--- config.mk ---
export PLATFORM = sky130hd
export DESIGN_NAME = carbs_on_board_table_core
export DESIGN_NICKNAME = d
export VERILOG_FILES = /design/src/design/cobt_pkg.sv /design/src/design/carbs_on_board_table_core.sv
export SDC_FILE = /design/constraint.sdc
export NUM_CORES = 2
export LEC_CHECK = 0
export ABC_CLOCK_PERIOD_IN_PS = 7900
export BUFFER_PORTS_ARGS = -buffer_cell sky130_fd_sc_hd__buf_2
export CORE_MARGIN = 4
export CORE_UTILIZATION = 35
export DETAILED_ROUTE_END_ITERATION = 7
export PLACE_DENSITY = 0.6
export SETUP_SLACK_MARGIN = 0.02
export SLEW_MARGIN = 20
export SYNTH_ARGS = -nofsm -noshare
export SYNTH_HDL_FRONTEND = slang
export SYNTH_SLANG_ARGS = --single-unit
--- constraint.sdc ---
create_clock -name clk -period 7.9 [get_ports clk]
set_clock_uncertainty 0.1 [all_clocks]
set_input_delay 0.395 -clock clk [delete_from_list [all_inputs] [get_ports clk]]
set_output_delay 0.395 -clock clk [all_outputs]
set_load 0.01 [all_outputs]
--- src/design/cobt_pkg.sv ---
// Shared types and constants for the carbs-on-board table.
package cobt_pkg;

  // Register indexes on the configuration channel.
  localparam logic REG_DEFAULT_ABSORPTION = 1'b0;
  localparam logic REG_TABLE_LIMIT        = 1'b1;

  // Command codes carried on the input tuser.
  localparam logic CMD_ADD    = 1'b0;
  localparam logic CMD_UPDATE = 1'b1;

  localparam logic [15:0] FALLBACK_ABSORB_MINUTES = 16'd180;
  localparam logic [5:0]  SECONDS_PER_MINUTE      = 6'd60;
  localparam logic [20:0] COB_MAX                 = 21'h1F_FFFF;
  localparam int unsigned QUOT_BITS               = 16;

  // One meal record as held in the table memory.
  typedef struct packed {
    logic [15:0] duration;
    logic [15:0] carbs;
    logic [31:0] meal_time;
  } meal_rec_t;

  typedef enum logic [3:0] {
    S_IDLE,
    S_READ,
    S_CHECK,
    S_MUL,
    S_DIV,
    S_ACC,
    S_FINISH,
    S_WRAP,
    S_EMIT
  } state_t;

endpackage

--- src/design/carbs_on_board_table_core.sv ---
// Top level of the carbs-on-board table: meal ring memory and update walk.
//
//  Channel | Direction | Signals                         | Content
//  --------+-----------+---------------------------------+--------------------------
//  s_      | in        | s_tvalid s_tready s_tdata s_tuser | one command per transfer
//  m_      | out       | m_tvalid m_tready m_tdata       | one result per command
//  cfg_    | in        | cfg_valid cfg_ready cfg_index cfg_data | register writes
//
// An add goes through the ring wrap step to its result; a rejected command goes straight to it.
// An update walks the held entries and then finishes and wraps; each entry that is kept
// passes memory read, check, multiply, a 16-step restoring divide shared by all entries and
// accumulate, while an entry that is dropped stops after the check.
// Reset is synchronous and clears the valid bits, so no clearing pass is needed.
// One command is worked on at a time; the result waits in the output register
// and the next command is taken once the result has been loaded there.
module carbs_on_board_table_core #(
  parameter int TABLE_DEPTH = 32
) (
  input  logic        clk,
  input  logic        rst,
  input  logic        s_tvalid,
  output logic        s_tready,
  input  logic [63:0] s_tdata,   // time_s[31:0], carbs[47:32], absorb_minutes[63:48]
  input  logic        s_tuser,   // command
  output logic        m_tvalid,
  input  logic        m_tready,
  output logic [31:0] m_tdata,   // accepted[0], carbs_on_board[21:1], meal_count[27:22]
  input  logic        cfg_valid,
  output logic        cfg_ready,
  input  logic        cfg_index,
  input  logic [15:0] cfg_data
);

  localparam int AW = (TABLE_DEPTH > 1) ? $clog2(TABLE_DEPTH) : 1;
  localparam int CW = $clog2(TABLE_DEPTH + 1);
  localparam int SW = 16 + CW;
  localparam int QW = cobt_pkg::QUOT_BITS;
  localparam int NW = $clog2(QW);

  cobt_pkg::state_t state, state_next;

  // Configuration registers.
  logic [15:0] dflt_absorb_minutes;
  logic [5:0]  table_limit;
  logic [CW-1:0] lim;

  // Table memory, valid bits and control state.
  cobt_pkg::meal_rec_t mem [TABLE_DEPTH];
  cobt_pkg::meal_rec_t rd, rec;
  logic [TABLE_DEPTH-1:0] valid;
  logic [CW-1:0] ptr, held, held_walk, idx, kept;
  logic [31:0] last_update_time, last_meal_time, now;
  logic [20:0] cob_total;
  logic        accepted;

  // Walk datapath.
  logic [21:0] dur_s, rem, divisor, rdiv;
  logic [QW-1:0] low, quot;
  logic [NW-1:0] cnt;
  logic [SW-1:0] sum;

  // Output register.
  logic        out_valid;
  logic [31:0] out_data;

  logic        in_fire, add_ok, upd_ok, check_ok, walk_last;
  logic [31:0] in_time, age;
  logic [15:0] in_carbs, in_absorb;
  logic [22:0] trial;
  logic [37:0] product;
  logic [21:0] rem_q;

  assign in_time   = s_tdata[31:0];
  assign in_carbs  = s_tdata[47:32];
  assign in_absorb = s_tdata[63:48];

  assign s_tready  = (state == cobt_pkg::S_IDLE);
  assign in_fire   = s_tvalid && s_tready;
  assign cfg_ready = 1'b1;
  assign m_tvalid  = out_valid;
  assign m_tdata   = out_data;

  // Limit in force: zero or above the depth means the whole table.
  always_comb begin
    if (table_limit == 6'd0 || 32'(table_limit) > 32'(TABLE_DEPTH)) begin
      lim = CW'(TABLE_DEPTH);
    end else begin
      lim = CW'(table_limit);
    end
  end

  assign add_ok = (in_time != 32'd0) && (in_time >= last_meal_time) &&
                  (in_time >= last_update_time);
  assign upd_ok = (in_time >= last_update_time);

  // Entry check on the record just read.
  assign dur_s    = 22'(rd.duration) * 22'(cobt_pkg::SECONDS_PER_MINUTE);
  assign age      = now - rd.meal_time;
  assign check_ok = valid[idx[AW-1:0]] && (rd.meal_time <= now) && (dur_s != 22'd0) &&
                    (age < 32'(dur_s));
  assign rem      = dur_s - age[21:0];
  assign walk_last = (idx + CW'(1) >= held_walk);

  assign product = 38'(rec.carbs) * 38'(rem_q);
  assign trial   = {rdiv, low[QW-1]};

  // Next state.
  always_comb begin
    state_next = state;
    case (state)
      cobt_pkg::S_IDLE: begin
        if (in_fire) begin
          if (s_tuser == cobt_pkg::CMD_ADD) begin
            state_next = add_ok ? cobt_pkg::S_WRAP : cobt_pkg::S_EMIT;
          end else if (!upd_ok) begin
            state_next = cobt_pkg::S_EMIT;
          end else if (held == '0) begin
            state_next = cobt_pkg::S_FINISH;
          end else begin
            state_next = cobt_pkg::S_READ;
          end
        end
      end
      cobt_pkg::S_READ:  state_next = cobt_pkg::S_CHECK;
      cobt_pkg::S_CHECK: begin
        if (check_ok) begin
          state_next = cobt_pkg::S_MUL;
        end else begin
          state_next = walk_last ? cobt_pkg::S_FINISH : cobt_pkg::S_READ;
        end
      end
      cobt_pkg::S_MUL: state_next = cobt_pkg::S_DIV;
      cobt_pkg::S_DIV: begin
        if (cnt == NW'(QW - 1)) state_next = cobt_pkg::S_ACC;
      end
      cobt_pkg::S_ACC:    state_next = walk_last ? cobt_pkg::S_FINISH : cobt_pkg::S_READ;
      cobt_pkg::S_FINISH: state_next = cobt_pkg::S_WRAP;
      cobt_pkg::S_WRAP: begin
        if (ptr < lim) state_next = cobt_pkg::S_EMIT;
      end
      cobt_pkg::S_EMIT: begin
        if (!out_valid || m_tready) state_next = cobt_pkg::S_IDLE;
      end
      default: state_next = cobt_pkg::S_IDLE;
    endcase
  end

  always_ff @(posedge clk) begin
    if (rst) begin
      state <= cobt_pkg::S_IDLE;
    end else begin
      state <= state_next;
    end
  end

  // Configuration writes.
  always_ff @(posedge clk) begin
    if (rst) begin
      dflt_absorb_minutes <= cobt_pkg::FALLBACK_ABSORB_MINUTES;
      table_limit         <= 6'(TABLE_DEPTH);
    end else if (cfg_valid && cfg_ready) begin
      case (cfg_index)
        cobt_pkg::REG_DEFAULT_ABSORPTION: dflt_absorb_minutes <= cfg_data;
        cobt_pkg::REG_TABLE_LIMIT:        table_limit <= cfg_data[5:0];
        default: ;
      endcase
    end
  end

  // Table memory: one write port, one registered read port at the walk index.
  always_ff @(posedge clk) begin
    rd <= mem[idx[AW-1:0]];
    if (state == cobt_pkg::S_IDLE && in_fire && s_tuser == cobt_pkg::CMD_ADD && add_ok) begin
      mem[ptr[AW-1:0]] <= '{
        duration:  (in_absorb != 16'd0) ? in_absorb :
                   ((dflt_absorb_minutes != 16'd0) ? dflt_absorb_minutes :
                    cobt_pkg::FALLBACK_ABSORB_MINUTES),
        carbs:     in_carbs,
        meal_time: in_time
      };
    end else if (state == cobt_pkg::S_ACC) begin
      // Compaction writes only at or below the entry being read, never ahead.
      mem[kept[AW-1:0]] <= rec;
    end
  end

  // Control state and valid bits.
  always_ff @(posedge clk) begin
    if (rst) begin
      valid            <= '0;
      ptr              <= '0;
      held             <= '0;
      last_update_time <= '0;
      last_meal_time   <= '0;
      cob_total        <= '0;
      accepted         <= 1'b0;
      idx              <= '0;
      kept             <= '0;
    end else begin
      case (state)
        cobt_pkg::S_IDLE: begin
          if (in_fire) begin
            if (s_tuser == cobt_pkg::CMD_ADD) begin
              accepted <= add_ok;
              if (add_ok) begin
                valid[ptr[AW-1:0]] <= 1'b1;
                ptr                <= ptr + CW'(1);
                last_meal_time     <= in_time;
                if (held < lim) held <= held + CW'(1);
              end
            end else begin
              accepted <= upd_ok;
              if (upd_ok) begin
                last_update_time <= in_time;
                idx              <= '0;
                kept             <= '0;
              end
            end
          end
        end
        cobt_pkg::S_CHECK: begin
          if (!check_ok) idx <= idx + CW'(1);
        end
        cobt_pkg::S_ACC: begin
          valid[kept[AW-1:0]] <= 1'b1;
          kept <= kept + CW'(1);
          idx  <= idx + CW'(1);
        end
        cobt_pkg::S_FINISH: begin
          for (int j = 0; j < TABLE_DEPTH; j++) begin
            if (CW'(j) >= kept) valid[j] <= 1'b0;
          end
          held <= kept;
          ptr  <= kept;
          cob_total <= (32'(sum) > 32'(cobt_pkg::COB_MAX)) ? cobt_pkg::COB_MAX : 21'(sum);
        end
        cobt_pkg::S_WRAP: begin
          if (ptr >= lim) ptr <= ptr - lim;
        end
        default: ;
      endcase
    end
  end

  // Walk datapath: check, multiply, restoring divide, accumulate.
  always_ff @(posedge clk) begin
    case (state)
      cobt_pkg::S_IDLE: begin
        now       <= in_time;
        held_walk <= held;
        sum       <= '0;
      end
      cobt_pkg::S_CHECK: begin
        rec     <= rd;
        divisor <= dur_s;
      end
      cobt_pkg::S_MUL: begin
        rdiv <= product[37:QW];
        low  <= product[QW-1:0];
        quot <= '0;
        cnt  <= '0;
        // The multiply uses the remaining time held from the check.
      end
      cobt_pkg::S_DIV: begin
        if (trial >= {1'b0, divisor}) begin
          rdiv <= 22'(trial - {1'b0, divisor});
          quot <= {quot[QW-2:0], 1'b1};
        end else begin
          rdiv <= trial[21:0];
          quot <= {quot[QW-2:0], 1'b0};
        end
        low <= {low[QW-2:0], 1'b0};
        cnt <= cnt + NW'(1);
      end
      cobt_pkg::S_ACC: begin
        sum <= sum + SW'(quot);
      end
      default: ;
    endcase
  end

  // Output register; it frees as soon as the result is taken.
  always_ff @(posedge clk) begin
    if (rst) begin
      out_valid <= 1'b0;
    end else if (state == cobt_pkg::S_EMIT && (!out_valid || m_tready)) begin
      out_valid <= 1'b1;
      out_data  <= {4'd0, 6'(held), cob_total, accepted};
    end else if (m_tready) begin
      out_valid <= 1'b0;
    end
  end

  // The remaining time must be held from the check into the multiply.
  always_ff @(posedge clk) begin
    if (state == cobt_pkg::S_CHECK) rem_q <= rem;
  end

  assert property (@(posedge clk) disable iff (rst) held <= CW'(TABLE_DEPTH))
    else $error("held count exceeds table depth");

  assert property (@(posedge clk) disable iff (rst)
    (state == cobt_pkg::S_ACC || state == cobt_pkg::S_CHECK) |-> kept <= idx)
    else $error("compaction write ahead of read index");

  assert property (@(posedge clk) disable iff (rst)
    in_fire |=> state != cobt_pkg::S_IDLE)
    else $error("command accepted without starting work");

endmodule

==> After elaboration in Yosys (flattened, before gate mapping) <==
Memory sizes are Yosys's and may differ from the RTL's. A register that Yosys moved wholly into a read port is not among the register bits.
Cells that the tools add are included.
{ "op_classes": {"addsub": 10, "multipliers": 2, "n_lt_le_gt_ge": 48, "eq_ne": 52, "n_mux": 91, "bitwise": 5, "reduce_logical": 73} }
{ "ops": {"columns": ["op", "count"], "rows": [
  ["5-bit AND reduction", 35],
  ["5-bit by 6-bit greater-or-equal comparator with 1-bit output, first input constant", 16],
  ["32-bit two-way mux", 3],
  ["32-bit one-hot mux with 3 select lines", 1],
  ["22-bit one-hot mux with 2 select lines", 2],
  ["6-bit two-way mux", 13],
  ["2-bit inequality test, second input constant", 37],
  ["32-bit greater-or-equal comparator", 2],
  ["64-bit two-way mux", 1],
  ["32-bit bitwise OR", 2],
  ["16-bit one-hot mux with 2 select lines", 2],
  ["64-bit OR reduction", 1],
  ["4-bit by 6-bit greater-or-equal comparator with 1-bit output, first input constant", 8],
  ["1-bit two-way mux", 45],
  ["22-bit subtractor", 2],
  ["16-bit by 22-bit multiplier with 38-bit output", 1],
  ["4-bit one-hot mux with 9 select lines", 1],
  ["6-bit one-hot mux with 3 select lines", 2],
  ["32-bit less-or-equal comparator", 1],
  ["32-bit by 22-bit < comparator with 1-bit output", 1],
  ["16-bit two-way mux", 2],
  ["16-bit nonzero test", 2],
  ["32-bit nonzero test", 1],
  ["32-bit subtractor", 1],
  ["other kinds (40)", 99]
]} }
{ "word_totals": {"regBits": 421, "ramBits": 2048, "in_bits": 87, "output_inout_bits": 35, "elab_cells": 339, "mem_count": 1} }
{ "mem_list": {"columns": ["memory", "depth", "width", "read_ports", "rd_clocked_by_memory_dff", "wr", "line_no", "rtl"], "rows": [
  ["mem", 32, 64, 1, 1, 1, "carbs_on_board_table_core.sv:48", "cobt_pkg::meal_rec_t mem [TABLE_DEPTH];"]
]} }

==> Depth between registers and ports, before layout <==
{ "depth": {"ltp_word": 9, "ltp_mapped": 26, "mapped_depth_nobuf": 26} }

==> Worst setup path before layout <==
No wires, ideal clock.
{ "synth_timing": {"path_kind": "register -> register", "start": "register rem_q[7]", "end": "register rdiv[21], data pin", "setup_ns": 0.270, "t_arrival_ns": 6.523, "required_time_ns": 7.530, "path_slack_ns": 1.007, "stages_incl_launch_ff": 24, "path_buffers": 1, "period_less_slack_ns": 6.893, "cell_sequence": "edfxtp_1 -> clkbuf_1 -> nand2_1 -> fa_1 -> inv_1 -> fa_1 -> fa_1 -> inv_1 -> fa_1 -> fa_1 -> fa_1 -> inv_1 -> ha_1 -> a21o_1 -> a221o_1 -> a221oi_2 -> o21ai_1 -> o21ai_1 -> a31oi_1 -> a41o_1 -> or4_1 -> a31oi_1 -> xnor2_1 -> a21oi_1"} }
{ "synth_between": {"elab_chain_cells": 2} }
{ "synth_lines": {"columns": ["element", "line_no", "rtl"], "rows": [
  ["start: declaration", "carbs_on_board_table_core.sv:71", "logic [21:0] rem_q;"],
  ["start signal: assignment", "carbs_on_board_table_core.sv:296", "if (state == cobt_pkg::S_CHECK) rem_q <= rem;"],
  ["16-bit by 22-bit multiplier with 38-bit output", "carbs_on_board_table_core.sv:104", "assign product = 38'(rec.carbs) * 38'(rem_q);"],
  ["22-bit one-hot mux with 2 select lines", "carbs_on_board_table_core.sv:247", "case (state)"],
  ["end signal: assignment", "carbs_on_board_table_core.sv:258", "rdiv <= product[37:QW];"],
  ["end signal: assignment", "carbs_on_board_table_core.sv:266", "rdiv <= 22'(trial - {1'b0, divisor});"],
  ["end signal: assignment", "carbs_on_board_table_core.sv:269", "rdiv <= trial[21:0];"],
  ["end: declaration", "carbs_on_board_table_core.sv:57", "logic [21:0] dur_s, rem, divisor, rdiv;"]
]} }
Every way passes these cells.
A chain may end at the register's enable or synchronous reset.

==> Worst setup path in the final report <==
{ "layout_timing": {"start": "register rec[38] (netlist bit)", "end": "register rdiv[21], data pin"} }
{ "layout_between": {"elab_chain_cells": 2} }
{ "layout_lines": {"columns": ["element", "line_no", "rtl"], "rows": [
  ["start: declaration", "carbs_on_board_table_core.sv:49", "cobt_pkg::meal_rec_t rd, rec;"],
  ["start signal: assignment", "carbs_on_board_table_core.sv:254", "rec <= rd;"],
  ["16-bit by 22-bit multiplier with 38-bit output", "carbs_on_board_table_core.sv:104", null],
  ["22-bit one-hot mux with 2 select lines", "carbs_on_board_table_core.sv:247", null]
]} }
Every way passes these cells.

==> results.py <==
metrics = {
    "critical_path": {
        "cp.arrival_ns": 8.06,
        "cp_max_fo": 13,
        "path_class": "flip-flop to flip-flop",
        "startpoint_type": "flip-flop",
        "cp.required_ns": 8.40,
        "end_kind": "flip-flop",
    },
    "floorplanning": {
        "die_w_um": 583,
        "core_sq_um": 330000,
        "num_rows": 211,
        "io_pins": 122,
        "die-area_sq_um": 340000,
        "start_util_pct": 35.1,
        "die_height_um": 583,
    },
    "yosys": {
        "mappedNetlistArea_sq_um": 116000,
        "synth_edf_count": 2299,
        "ys_warn_count": 0,
        "ys_async_sr_fraction_pct": 0,
        "avgSynthCellArea_sq_um": 16.2,
        "netlist.area_leader.share_pct": 59.6,
        "synth_seq_area_share_pct": 63.6,
        "synth_cell_types": 87,
        "synthesis.instances": 7152,
        "synth_area_leaders": "edfxtp_1 (60%), mux4_2 (13%), fa_1 (5.4%)",
        "ys_ff_latch": 2532,
        "synth_ff_type": "edfxtp_1",
        "yosysTopAreaCell": "edfxtp_1",
    },
    "finish": {
        "post-route-util_pct": 40.1,
        "fin_nets": 8174,
        "fillers": 29700,
        "area_growth_syn_to_layout_pct": 14.1,
        "fin_area_sq_um": 132000,
        "layout_common_cells": "edfxtp_1 (2,299), mux4_2 (648), nand2_1 (607), inv_1 (581), ha_1 (335)",
        "drive_gt1_share_pct": 19.4,
        "layout_commonest_cell": "edfxtp_1",
    },
    "timing": {
        "period_share_pct": 95.7,
        "finalSetupViolCount": 0,
        "whs_ns": 0.152,
        "max_freq_ghz": 0.132,
        "slew_headroom_pct": 12.4,
        "hold_violations": 0,
        "fin_crit_ns": 7.56,
        "worstMarginPinSlew_ns": 1.30,
        "rsz0062_at_grt": "no",
        "final.setup.tns_ns": 0,
        "maxSlewViolCount": 0,
    },
    "placed_design": {
        "portBuffers": 116,
        "place_congestion": 0.942,
        "hpwl_mm": 190,
        "postPlaceCellArea_sq_um": 122000,
    },
    "clock_network": {
        "cts_tree": "yes",
        "htree_levels": 5,
        "clkTransAtPathRegs_ns": 0.06,
        "clkLatencyLatePin_ns": 0.91,
        "cts_buffers": 278,
        "cts-root-buf": "clkbuf_16",
        "clockBufferDepth": 4,
        "cts.sinks": 2532,
    },
    "routing": {
        "vias": 64900,
        "drt-pass1-iter-count": 5,
        "viasPerCell": 5.39,
        "drt_iter0_drc": 6870,
        "routedWlPerCell_um": 26.3,
        "ant_nets": 0,
        "drc": 0,
        "wl_mm": 317,
    },
    "grt": {
        "grt_pass1_vias": 66100,
        "antenna_found_initial": 18,
        "grt_start_max_net_pins": 123,
        "grtUsageTotal_pct": 18.4,
        "grt-ovfl-total": 0,
        "grt_pass1_wl_mm": 463,
    },
    "run_status": {
        "status": "finished, final reports clean",
    },
    "worst_hold_path": {
        "hold_class": "input port to flip-flop",
    },
    "job": {
        "drv_cap": 0,
    },
}
[per-layer routing]
layer | vias up | GRT usage (%) | routed length [um]
li1 | 27600 | - | -
met1 | 34200 | 25.5 | 130000
met2 | 2593 | 29.8 | 152000
met3 | 495 | 3.11 | 24500
met4 | 0 | 5.28 | 9830
met5 | - | 0 | 0
[per-stage QoR]
stage	setup slack (ns)	cells
after floorplan	1.01	7155
after global placement	0.389	11400
after detailed placement	0.324	11500
after CTS	0.302	12000
after global routing	0.0261	12000
final	0.343	12000
[worst paths after layout]
path | startpoint | endpoint | slack [ns] | cells past startpoint
setup / recovery | rec[38] | rdiv[21] | 0.34 | 25
hold reg to reg | rd[44] | rec[44] | 0.30 | 0
hold / removal | s_tdata[60] | mem[26][60] | 0.15 | 4
setup reg to reg | rec[38] | rdiv[21] | 0.34 | 25
[logic make-up (layout without fill, tap and decap cells)]
group	count (synthesis)	count (layout)	synth area share (%)
adder cells (fa/ha/maj)	645	645	8.97
buffers and inverters	924	1434	3.03
flip-flops	2532	2532	63.6
other	2	10	0.00648
AO/OA/AOI/OAI	714	714	3.97
XOR/XNOR	126	126	0.952
AND/OR/NAND/NOR	1440	1440	5.77
multiplexers	769	769	13.7
[worst max-delay path, cell delays in order, from the launching register on]
cell and delay [ns]:
edfxtp_1 0.61, buf_4 0.28, nand2_1 0.10, fa_1 0.56, inv_1 0.06, fa_1 0.54, inv_1 0.06, fa_1 0.49
inv_1 0.05, fa_1 0.48, fa_1 0.57, inv_1 0.06, fa_1 0.52, inv_1 0.04, ha_1 0.35, a21o_1 0.21
a221o_1 0.33, a21oi_1 0.15, o21ai_1 0.13, o21ai_1 0.25, a31oi_1 0.20, a41o_1 0.31, or4_1 0.40, a31oi_1 0.21
xnor2_1 0.14, a21oi_1 0.08
[state kept, by name, summed over array words and instances (netlist names), 4 cells and up]
signal and flops:
rem_q 22, cnt 4, dflt_absorb_minutes 16, sum 22
held 6, state 4, divisor 19, last_meal_time 32
idx 6, held_walk 6, cob_total 21, now 32
rd 64, table_limit 6, quot 16, ptr 6
m_tdata 28, low 16, last_update_time 32, rdiv 22
mem 2048, kept 6, rec 64, valid 32
[cell usage after synthesis (all sizes together), types with 25 or more instances]
library cell  number
xnor2             74
clkbuf           268
and3              25
xor2              52
a211oi            32
nor2             255
o21ai            140
nand3             57
nand4             39
a21o              88
edfxtp          2299
inv              583
fa               310
buf               73
mux2              66
nor4              33
nand2            616
mux2i             55
nor3             114
nand2b            45
a21oi            229
mux4             648
dfxtp            233
and2             171
a31oi             33
ha               335
[final cells by class]
cell class / instances / area, sq um / share of cell area, %
Sequential cell: 2532 / 73700 / 55.7
Multi-Input combinational cell: 3699 / 39200 / 29.6
Clock buffer: 385 / 7640 / 5.78
Tap cell: 4366 / 5460 / 4.13
Timing Repair Buffer: 348 / 2810 / 2.12
Inverter: 583 / 2190 / 1.66
Clock inverter: 118 / 1220 / 0.923
Antenna cell: 5 / 12.5 / 0.00946
[repair_timing]
item / 4_1_cts / 5_1_grt
endpoints found under the hold margin: 122 / 0
setup buffers: 0 / 8
hold buffers: 64 / 0
setup endpoints to repair: 0 / 7
gates resized for setup: 0 / 1
Power is not shown: default switching activity piles up to over one toggle a cycle in this logic, so the estimate is an artifact.
